$ cat src/vctk_pkg.sv
`timescale 1ns / 1ps
// ============================================================================
// vctk_pkg
// Shared types and constants for the view cone cull and top-k select core.
// ============================================================================
package vctk_pkg;

    localparam int MAX_CAND  = 64;
    localparam int ADDR_W    = 6;
    localparam int CNT_W     = 7;
    localparam int ENTRY_W   = 44;

    // level of detail thresholds (Q4.12)
    localparam logic [15:0] COV_FULL_TH = 16'd1433;
    localparam logic [15:0] IMP_FULL_TH = 16'd3276;
    localparam logic [15:0] COV_MID_TH  = 16'd327;

    localparam logic [1:0] LVL_FULL   = 2'd0;
    localparam logic [1:0] LVL_MID    = 2'd1;
    localparam logic [1:0] LVL_COARSE = 2'd2;

    // iteration ends
    localparam logic [5:0] AXIS_LAST = 6'd2;
    localparam logic [5:0] ROOT_LAST = 6'd25;
    localparam logic [5:0] DIV_LAST  = 6'd17;

    typedef enum logic [2:0] {
        CFG_VIEWER_X  = 3'd0,
        CFG_VIEWER_Y  = 3'd1,
        CFG_VIEWER_Z  = 3'd2,
        CFG_VIEW_DIR  = 3'd3,
        CFG_CONE_COS  = 3'd4,
        CFG_NEAR      = 3'd5,
        CFG_FAR       = 3'd6,
        CFG_BUDGET    = 3'd7
    } t_cfg_idx;

    typedef enum logic [3:0] {
        ST_IDLE,
        ST_SQ,
        ST_RINIT,
        ST_ROOT,
        ST_NEAR,
        ST_DOT,
        ST_DINIT,
        ST_DIV,
        ST_CONE,
        ST_INS_RD,
        ST_INS,
        ST_FIN,
        ST_EM_RD,
        ST_EM_LD,
        ST_EM_WAIT
    } t_state;

    typedef struct packed {
        logic load;
        logic mul_sq;
        logic mul_dot;
        logic step_clr;
        logic step_inc;
        logic root_init;
        logic root_step;
        logic div_init;
        logic div_step;
        logic rej_inc;
        logic score_ld;
        logic ins_start;
        logic ins_step;
        logic fin_ld;
        logic em_rd;
        logic em_ld;
        logic set_clr;
    } t_cmd;

    typedef struct packed {
        logic axis_last;
        logic root_last;
        logic div_last;
        logic cull_near;
        logic cull_cone;
        logic store_full;
        logic ins_hit;
        logic end_flag;
        logic emit_empty;
        logic emit_last;
        logic out_taken;
    } t_stat;

endpackage

$ cat src/vctk_ctrl.sv
`timescale 1ns / 1ps
// ============================================================================
// vctk_ctrl
// Sequencer: steps one candidate through the datapath, then drains a set.
// ============================================================================
module vctk_ctrl (
    input  logic            i_clk,
    input  logic            i_rst_n,
    input  logic            i_in_valid,
    output logic            o_in_ready,
    input  vctk_pkg::t_stat i_stat,
    output vctk_pkg::t_cmd  o_cmd
);

    vctk_pkg::t_state r_state, n_state;

    always_ff @(posedge i_clk) begin
        if (!i_rst_n) begin
            r_state <= vctk_pkg::ST_IDLE;
        end else begin
            r_state <= n_state;
        end
    end

    always_comb begin
        n_state    = r_state;
        o_cmd      = '0;
        o_in_ready = 1'b0;
        case (r_state)
            vctk_pkg::ST_IDLE: begin
                o_in_ready = 1'b1;
                if (i_in_valid) begin
                    o_cmd.load     = 1'b1;
                    o_cmd.step_clr = 1'b1;
                    n_state        = vctk_pkg::ST_SQ;
                end
            end
            vctk_pkg::ST_SQ: begin
                o_cmd.mul_sq   = 1'b1;
                o_cmd.step_inc = 1'b1;
                if (i_stat.axis_last) n_state = vctk_pkg::ST_RINIT;
            end
            vctk_pkg::ST_RINIT: begin
                o_cmd.root_init = 1'b1;
                o_cmd.step_clr  = 1'b1;
                n_state         = vctk_pkg::ST_ROOT;
            end
            vctk_pkg::ST_ROOT: begin
                o_cmd.root_step = 1'b1;
                o_cmd.step_inc  = 1'b1;
                if (i_stat.root_last) n_state = vctk_pkg::ST_NEAR;
            end
            vctk_pkg::ST_NEAR: begin
                if (i_stat.cull_near) begin
                    o_cmd.rej_inc = 1'b1;
                    n_state       = vctk_pkg::ST_FIN;
                end else begin
                    o_cmd.step_clr = 1'b1;
                    n_state        = vctk_pkg::ST_DOT;
                end
            end
            vctk_pkg::ST_DOT: begin
                o_cmd.mul_dot  = 1'b1;
                o_cmd.step_inc = 1'b1;
                if (i_stat.axis_last) n_state = vctk_pkg::ST_DINIT;
            end
            vctk_pkg::ST_DINIT: begin
                o_cmd.div_init = 1'b1;
                o_cmd.step_clr = 1'b1;
                n_state        = vctk_pkg::ST_DIV;
            end
            vctk_pkg::ST_DIV: begin
                o_cmd.div_step = 1'b1;
                o_cmd.step_inc = 1'b1;
                if (i_stat.div_last) n_state = vctk_pkg::ST_CONE;
            end
            vctk_pkg::ST_CONE: begin
                if (i_stat.cull_cone || i_stat.store_full) begin
                    o_cmd.rej_inc = 1'b1;
                    n_state       = vctk_pkg::ST_FIN;
                end else begin
                    o_cmd.score_ld = 1'b1;
                    n_state        = vctk_pkg::ST_INS_RD;
                end
            end
            vctk_pkg::ST_INS_RD: begin
                o_cmd.ins_start = 1'b1;
                n_state         = vctk_pkg::ST_INS;
            end
            vctk_pkg::ST_INS: begin
                o_cmd.ins_step = 1'b1;
                if (i_stat.ins_hit) n_state = vctk_pkg::ST_FIN;
            end
            vctk_pkg::ST_FIN: begin
                if (i_stat.end_flag) begin
                    o_cmd.fin_ld   = 1'b1;
                    o_cmd.step_clr = 1'b1;
                    n_state = i_stat.emit_empty ? vctk_pkg::ST_EM_LD : vctk_pkg::ST_EM_RD;
                end else begin
                    n_state = vctk_pkg::ST_IDLE;
                end
            end
            vctk_pkg::ST_EM_RD: begin
                o_cmd.em_rd = 1'b1;
                n_state     = vctk_pkg::ST_EM_LD;
            end
            vctk_pkg::ST_EM_LD: begin
                o_cmd.em_ld = 1'b1;
                n_state     = vctk_pkg::ST_EM_WAIT;
            end
            vctk_pkg::ST_EM_WAIT: begin
                if (i_stat.out_taken) begin
                    if (i_stat.emit_last) begin
                        o_cmd.set_clr = 1'b1;
                        n_state       = vctk_pkg::ST_IDLE;
                    end else begin
                        o_cmd.step_inc = 1'b1;
                        n_state        = vctk_pkg::ST_EM_RD;
                    end
                end
            end
            default: begin
                n_state = vctk_pkg::ST_IDLE;
            end
        endcase
    end

endmodule

$ cat config.mk
export PLATFORM = sky130hd
export DESIGN_NAME = vctk_ctrl
export DESIGN_NICKNAME = d
export VERILOG_FILES = /design/src/vctk_pkg.sv /design/src/vctk_ctrl.sv
export SDC_FILE = /design/constraint.sdc
export NUM_CORES = 1
export LEC_CHECK = 0
export BUFFER_PORTS_ARGS = -buffer_cell sky130_fd_sc_hd__buf_2
export CAP_MARGIN = 20
export CELL_PAD_IN_SITES_DETAIL_PLACEMENT = 1
export CELL_PAD_IN_SITES_GLOBAL_PLACEMENT = 2
export CORE_MARGIN = 4
export CORE_UTILIZATION = 19
export DETAILED_ROUTE_END_ITERATION = 16
export PLACE_DENSITY = 0.82
export REMOVE_ABC_BUFFERS = 1
export SLEW_MARGIN = 10
export SYNTH_ARGS = -nofsm -noshare
export SYNTH_HDL_FRONTEND = slang
export SYNTH_SLANG_ARGS = --single-unit
$ cat constraint.sdc
create_clock -name i_clk -period 1.65 [get_ports i_clk]
set_clock_uncertainty 0.2 [all_clocks]
set_input_delay 0.2475 -clock i_clk [delete_from_list [all_inputs] [get_ports i_clk]]
set_output_delay 0.2475 -clock i_clk [all_outputs]
set_load 0.03 [all_outputs]
# == Word level (Yosys, flattened, before mapping) ==
# Index checks and enable logic that the tools add are counted.
# word_totals
output_inout_bits,18
regBits,4
inputBits,14
elab_cells,68
# classes
n_reduce_logical,5
eq_ne,21
mux,41
# ops
operator,count
one-hot mux 4 bit (15 select lines),1
2-to-1 mux 4 bit,10
"== test 4 bit, second input constant",7
2-to-1 mux 1 bit,26
"== test 4 x 3 -> 1 bit, second input constant",4
"inequality test 2 bit, second input constant",7
"== test 4 x 2 -> 1 bit, second input constant",2
AND reduction 7 bit,1
"== test 4 x 1 -> 1 bit, second input constant",1
zero test 4 bit,1
one-hot mux 1 bit (2 select lines),2
one-hot mux 1 bit (4 select lines),1
OR reduction 4 bit,1
2-to-1 mux 2 bit,1
OR reduction 2 bit,1
logical OR 1 bit,1

# == Logic depth before layout (Yosys ltp) ==
# Gate-level depths: netlist (run 1).
# depth
depth_word,3
mapped_depth,7
depth_no_buf,5

# == Least setup slack after synthesis (run 1) ==
# No wires, ideal clock.
# synth_timing
kind,register -> output
start,reg r_state[1]
end,out o_cmd[13] in the netlist's numbering
path_slack_ps,-674
t_arrival_ps,1877
path_stages_with_launch,5
cell_sequence,dfxtp_1 > buf_4 > nor4_2 > and2_1 > or2_1
# synth_rtl
item,line,rtl
from (decl),vctk_ctrl.sv:15,"vctk_pkg::t_state r_state, n_state;"
from (signal assigned),vctk_ctrl.sv:19,r_state <= vctk_pkg::ST_IDLE;
from (signal assigned),vctk_ctrl.sv:21,r_state <= n_state;
to (decl),vctk_ctrl.sv:12,output vctk_pkg::t_cmd o_cmd

==> results of run 1 <==
-- synthesized netlist by cell type, drive strengths merged --
library cell,instances,share of area
o211ai,1,0.013
buf,7,0.078
a211o,1,0.016
o22a,1,0.016
o21ai,2,0.018
nor2,12,0.081
inv,3,0.020
and3,2,0.022
o221ai,2,0.031
mux2i,2,0.036
a21boi,2,0.027
nand2,6,0.040
a41oi,1,0.016
o21a,1,0.013
nor4,1,0.022
o32ai,1,0.016
a21oi,3,0.027
or2,1,0.011
nor4b,1,0.016
dfxtp,4,0.14
a2111oi,1,0.049
nor2b,4,0.045
a32o,1,0.020
nor3,9,0.11
o31a,1,0.016
nand3,2,0.018
o22ai,1,0.011
and2,2,0.022
nand2b,4,0.045
-- per-layer routing --
layer	vias to the layer above	GRT usage	part of all wire
li1	396	-	-
met4	0	0.0515	0.021
met1	401	0.145	0.42
met5	-	0	0
met3	8	0.0306	0.041
met2	31	0.225	0.52
-- cell type report --
cell class              instances  share of cell area
repair buffers                 57               0.389
inverters                       3              0.0117
well taps                      31              0.0329
flip-flops and latches          4              0.0806
clock buffers                   3              0.0191
multi-input cells              65               0.467
-- critical path: cells and delay by family (launching register included) --
| family | cells | cell delay (ps) |
|---|---|---|
| flip-flops | 1 | 380 |
| AND/OR/NAND/NOR | 3 | 670 |
| buffers and inverters | 1 | 140 |
-- worst max path at each step --
| stage | from | to | slack, ps | cells after the start |
|---|---|---|---|---|
| 2_1_floorplan | r_state[3]$_SDFFE_PN0P_ | o_cmd[6] | -740 | 2 |
| 3_3_place_gp | r_state[3]$_SDFFE_PN0P_ | o_cmd[0] | -90 | 4 |
| 3_5_place_dp | r_state[1]$_SDFFE_PN0P_ | r_state[2]$_SDFFE_PN0P_ | -130 | 5 |
| 4_1_cts | r_state[2]$_SDFFE_PN0P_ | o_cmd[13] | -190 | 5 |
| 5_1_grt | r_state[0]$_SDFFE_PN0P_ | o_cmd[13] | -290 | 4 |
| 6_report | r_state[1]$_SDFFE_PN0P_ | o_cmd[13] | -240 | 4 |
-- stage by stage --
stage | hold WS [ps] | util
global placement | 296 | 0.298
finish | 57.4 | 0.424
CTS | 57.8 | 0.372
floorplan | 165 | -
global route | 61.7 | 0.424
detailed placement | 301 | 0.298
-- report_power, final --
part | total [mW] | switching (mW) | leakage (nW) | internal (mW)
clock network | 0.126 | 0.0447 | 0.0138 | 0.0816
registers | 0.137 | 0.0293 | 0.0356 | 0.108
logic | 0.507 | 0.263 | 0.480 | 0.244
total | 0.771 | 0.337 | 0.529 | 0.434
-- cell families after synthesis --
group | count (synthesis) | synth area share
AO/OA/AOI/OAI | 19 | 0.289
buffers and inverters | 10 | 0.0986
flip-flops | 4 | 0.144
AND/OR/NAND/NOR | 44 | 0.433
multiplexers | 2 | 0.0359
-- repair_timing --
item,CTS,global route
buffers inserted,5,5
gates cloned,0,0
hold buffers,0,0
pin swaps,5,7
gates resized for setup,47,27
endpoints found under the setup margin,22,22
==> results.cfg, run 1 <==
[grt]
grt_pass1_vias = 892
grt_pass1_wl_um = 4100
grt_max_degree = 12
track_usage = 0.128
grt_overflow = 0
antenna_found_initial = 0

[critical_path]
max_stage_delay_ps = 380
r2r_end = r_state[2]$_SDFFE_PN0P_
ff2ff_path_depth = 7
cp_slowest_cell = dfxtp_4
worstPathArrival_ps = 1450
setup.worst_path.class = reg2out
worstSetupStartpointType = flop
cp.required_ps = 1200
worstSetupEndpointType = output pin
r2r_setup_slack_ps = -120
critPathMaxFanout = 10
cp_cell_sequence = nor4_4 -> and2_4 -> or2_1 -> buf_6
rr_startpoint = r_state[2]$_SDFFE_PN0P_

[route]
drtIter0Drc = 18
drc = 0
dr.pass1.iters = 4
routedWlPerCell_um = 16.9
wl_um = 2760
via_per_inst = 5.13
postRouteAntennaNets = 0
vias = 836

[timing]
setup_slack_ps = -244
setup_viol = 19
tightest_slew_ps = 359
setup_tns_ps = -1990
fin_crit_ps = 1890
hold_viol = 0
max-slew-margin-rel = 0.761
period_share = 1.15
drv_slew = 0
rsz0062_at_grt = true
clock.fmax_mhz = 528

[placement]
io_buffers = 31
gp_congestion = 0.813
hpwl_um = 1810
place_ws_ps = -127
placed_cells = 150
dpl_cell_area_um2 = 828

[logic_synthesis]
syn_avg_cell_area_um2 = 7.06
yosysSeqAreaShare = 0.143
ys_ff_latch = 4
syn_area_um2 = 558
synthCells = 79
yosys_warnings = 0
yosysUniqueCellTypes = 34

[cells_and_area]
nNetsFinal = 148
finalInstanceArea_mm2 = 0.00118
multi_input_area_um2 = 551
ff_latch_area_um2 = 95.1
largest_register_ffs = 4
syn_to_final_growth_pct = 111
stdcell_count = 163
antenna_cells = 0
final_cell_mix = 28 x buf_4, 15 x buf_6, 13 x buf_2, 9 x nor2_1
fillers = 340
top_regs = r_state: 4 flops
drive_gt1_frac = 0.659
layout_commonest_cell = buf_4
largest-register = r_state

[hold_path]
worstHoldStart = i_rst_n
hold_path_depth = 2
hold_end = r_state[1]$_SDFFE_PN0P_
hp-class = in2reg

[cts]
tritoncts = done
cts_buffer_depth = 2
cts_made_buffers = 3
cts_num_sinks = 4
cts_root_buf = clkbuf_4
clk_latency_ps = 250
htreeDepth = 1
clk_pin_slew_ps = 40

[floorplan]
io_pins = 32
core_area_mm2 = 0.00278
start_util = 0.201
die_h_um = 62.2
rows = 19
die-area_mm2 = 0.00387
chipWidth_um = 62.2

[outcome]
outcome = complete, but fails checks
violations = negative setup slack

[power_and_ir_drop]
finalPower_uw = 771
power_leakage_nw = 0.529
p_per_area_mw_per_mm2 = 653
peakVddDrop_mv = 0.648

[job]
cap_violations = 0
No activity file was read; power rests on OpenSTA's default activity.
==> inputs of run 2 (changes only) <==
- clock period: 1.65 -> 1.6 ns (I/O delays scaled with it)
==> results.cfg, run 2 (synthesized netlist as in run 1, its figures left out) <==
[placement]
io_buffers = 31
placed_cells = 158
hpwl_um = 2020
gp_congestion = 0.807
place_ws_ps = -213

[cells_and_area]
fillers = 330
top_regs = r_state: 4 flops
utilization = 0.482
final_cell_mix = 36 x buf_4, 17 x buf_6, 13 x buf_2, 7 x nor3_2
largest_register_ffs = 4
largest-register = r_state
stdcell_count = 174
syn_to_final_growth_pct = 140
antenna_cells = 0
nNetsFinal = 159
layout_commonest_cell = buf_4
drive_gt1_frac = 0.755

[critical_path]
r2r_end = r_state[2]$_SDFFE_PN0P_
rr_startpoint = r_state[1]$_SDFFE_PN0P_
ff2ff_path_depth = 6
cp_cell_sequence = buf_8 -> and3_4 -> nand3_2 -> o21ai_1 -> buf_4
worstSetupStartpointType = flop
setup.worst_path.class = reg2out
r2r_setup_slack_ps = -230
max_stage_delay_ps = 410
cp_slowest_cell = dfxtp_4
worstSetupEndpointType = output pin
critPathMaxFanout = 10
worstPathArrival_ps = 1400
cp.required_ps = 1160

[hold_path]
hold_path_depth = 2
hold_end = r_state[1]$_SDFFE_PN0P_
worstHoldStart = i_rst_n
hp-class = in2reg

[timing]
max-slew-margin-rel = 0.757
clock.fmax_mhz = 544
drv_slew = 0
period_share = 1.15
setup_slack_ps = -239
setup_viol = 22
setup_tns_ps = -2780
rsz0062_at_grt = true
tightest_slew_ps = 360
hold_viol = 0
fin_crit_ps = 1840

[route]
drtIter0Drc = 8
postRouteAntennaNets = 0
wl_um = 3490
vias = 898
routedWlPerCell_um = 20.1
dr.pass1.iters = 4
via_per_inst = 5.16
drc = 0

[cts]
tritoncts = done
cts_buffer_depth = 2
clk_latency_ps = 250
cts_num_sinks = 4
cts_made_buffers = 3
cts_root_buf = clkbuf_4
htreeDepth = 1
clk_pin_slew_ps = 40

[power_and_ir_drop]
p_per_area_mw_per_mm2 = 656
power_leakage_nw = 0.587
peakVddDrop_mv = 0.493

[outcome]
outcome = complete, but fails checks
violations = negative setup slack

[job]
cap_violations = 0

[grt]
grt_pass1_vias = 928
track_usage = 0.143
grt_pass1_wl_um = 4460
antenna_found_initial = 0
grt_overflow = 0
grt_max_degree = 12

[floorplan]
core_area_mm2 = 0.00278
io_pins = 32
start_util = 0.201
die_h_um = 62.2
die-area_mm2 = 0.00387
chipWidth_um = 62.2
rows = 19
## run 2: cell count changes in the layout (fill, tap and decap cells not counted), moves of 2 or more
cell	previous run	this run
nor3_2	2	7
nor3_1	3	0
buf_6	15	17
nand2_4	2	0
buf_4	28	36
nor2_4	2	6
nor3_4	4	2
nand2b_4	1	3
nor2_1	9	6
## run 2: through the flow
step | instance area [um2] | power [mW] | hold WS [ps]
2_1_floorplan | 514 | 0.345 | 158
3_3_place_gp | 901 | 0.508 | 291
3_5_place_dp | 901 | 0.519 | 299
4_1_cts | 1120 | 0.740 | 45.0
5_1_grt | 1340 | 0.933 | 72.4
6_report | 1340 | 0.880 | 71.5
## run 2: report_power, final
group | internal [mW] | switching, mW | total [mW]
sequential | 0.111 | 0.0330 | 0.144
combinational | 0.287 | 0.309 | 0.597
clock | 0.0848 | 0.0542 | 0.139
## run 2: layout make-up
type | count | area, um2 | area share
Clock buffer | 3 | 22.5 | 0.0168
Sequential cell | 4 | 95.1 | 0.0709
Inverter | 3 | 16.3 | 0.0121
Timing Repair Buffer | 68 | 562 | 0.419
Tap cell | 31 | 38.8 | 0.0289
Multi-Input combinational cell | 65 | 607 | 0.452
## run 2: worst max path at each step
stage	startpoint	endpoint	slack [ps]	depth (start not counted)
floorplan	r_state[3]$_SDFFE_PN0P_	o_cmd[6]	-790	2
global placement	r_state[1]$_SDFFE_PN0P_	r_state[2]$_SDFFE_PN0P_	-150	5
detailed placement	r_state[1]$_SDFFE_PN0P_	r_state[2]$_SDFFE_PN0P_	-210	5
CTS	r_state[1]$_SDFFE_PN0P_	o_cmd[13]	-210	4
global route	r_state[3]$_SDFFE_PN0P_	o_cmd[12]	-290	5
finish	r_state[3]$_SDFFE_PN0P_	o_cmd[12]	-240	5
## run 2: worst max-delay path, delay by kind of cell (launching register included)
family          cells  cell delay (ps)
compound gates      1              100
buf+inv             2              350
flops               1              410
simple gates        2              280
## run 2: metal layers
| layer | vias to the layer above | part of all wire | global-route usage |
|---|---|---|---|
| li1 | 414 | - | - |
| met1 | 443 | 0.38 | 0.144 |
| met2 | 32 | 0.56 | 0.275 |
| met3 | 9 | 0.039 | 0.0288 |
| met4 | 0 | 0.016 | 0.0650 |
| met5 | - | 0 | 0 |
## run 2: what timing repair did
action / 4_1_cts / 5_1_grt
gates resized for setup: 46 / 45
pin swaps: 5 / 7
buffers inserted: 6 / 7
hold buffers: 0 / 0
endpoints found under the setup margin: 22 / 22
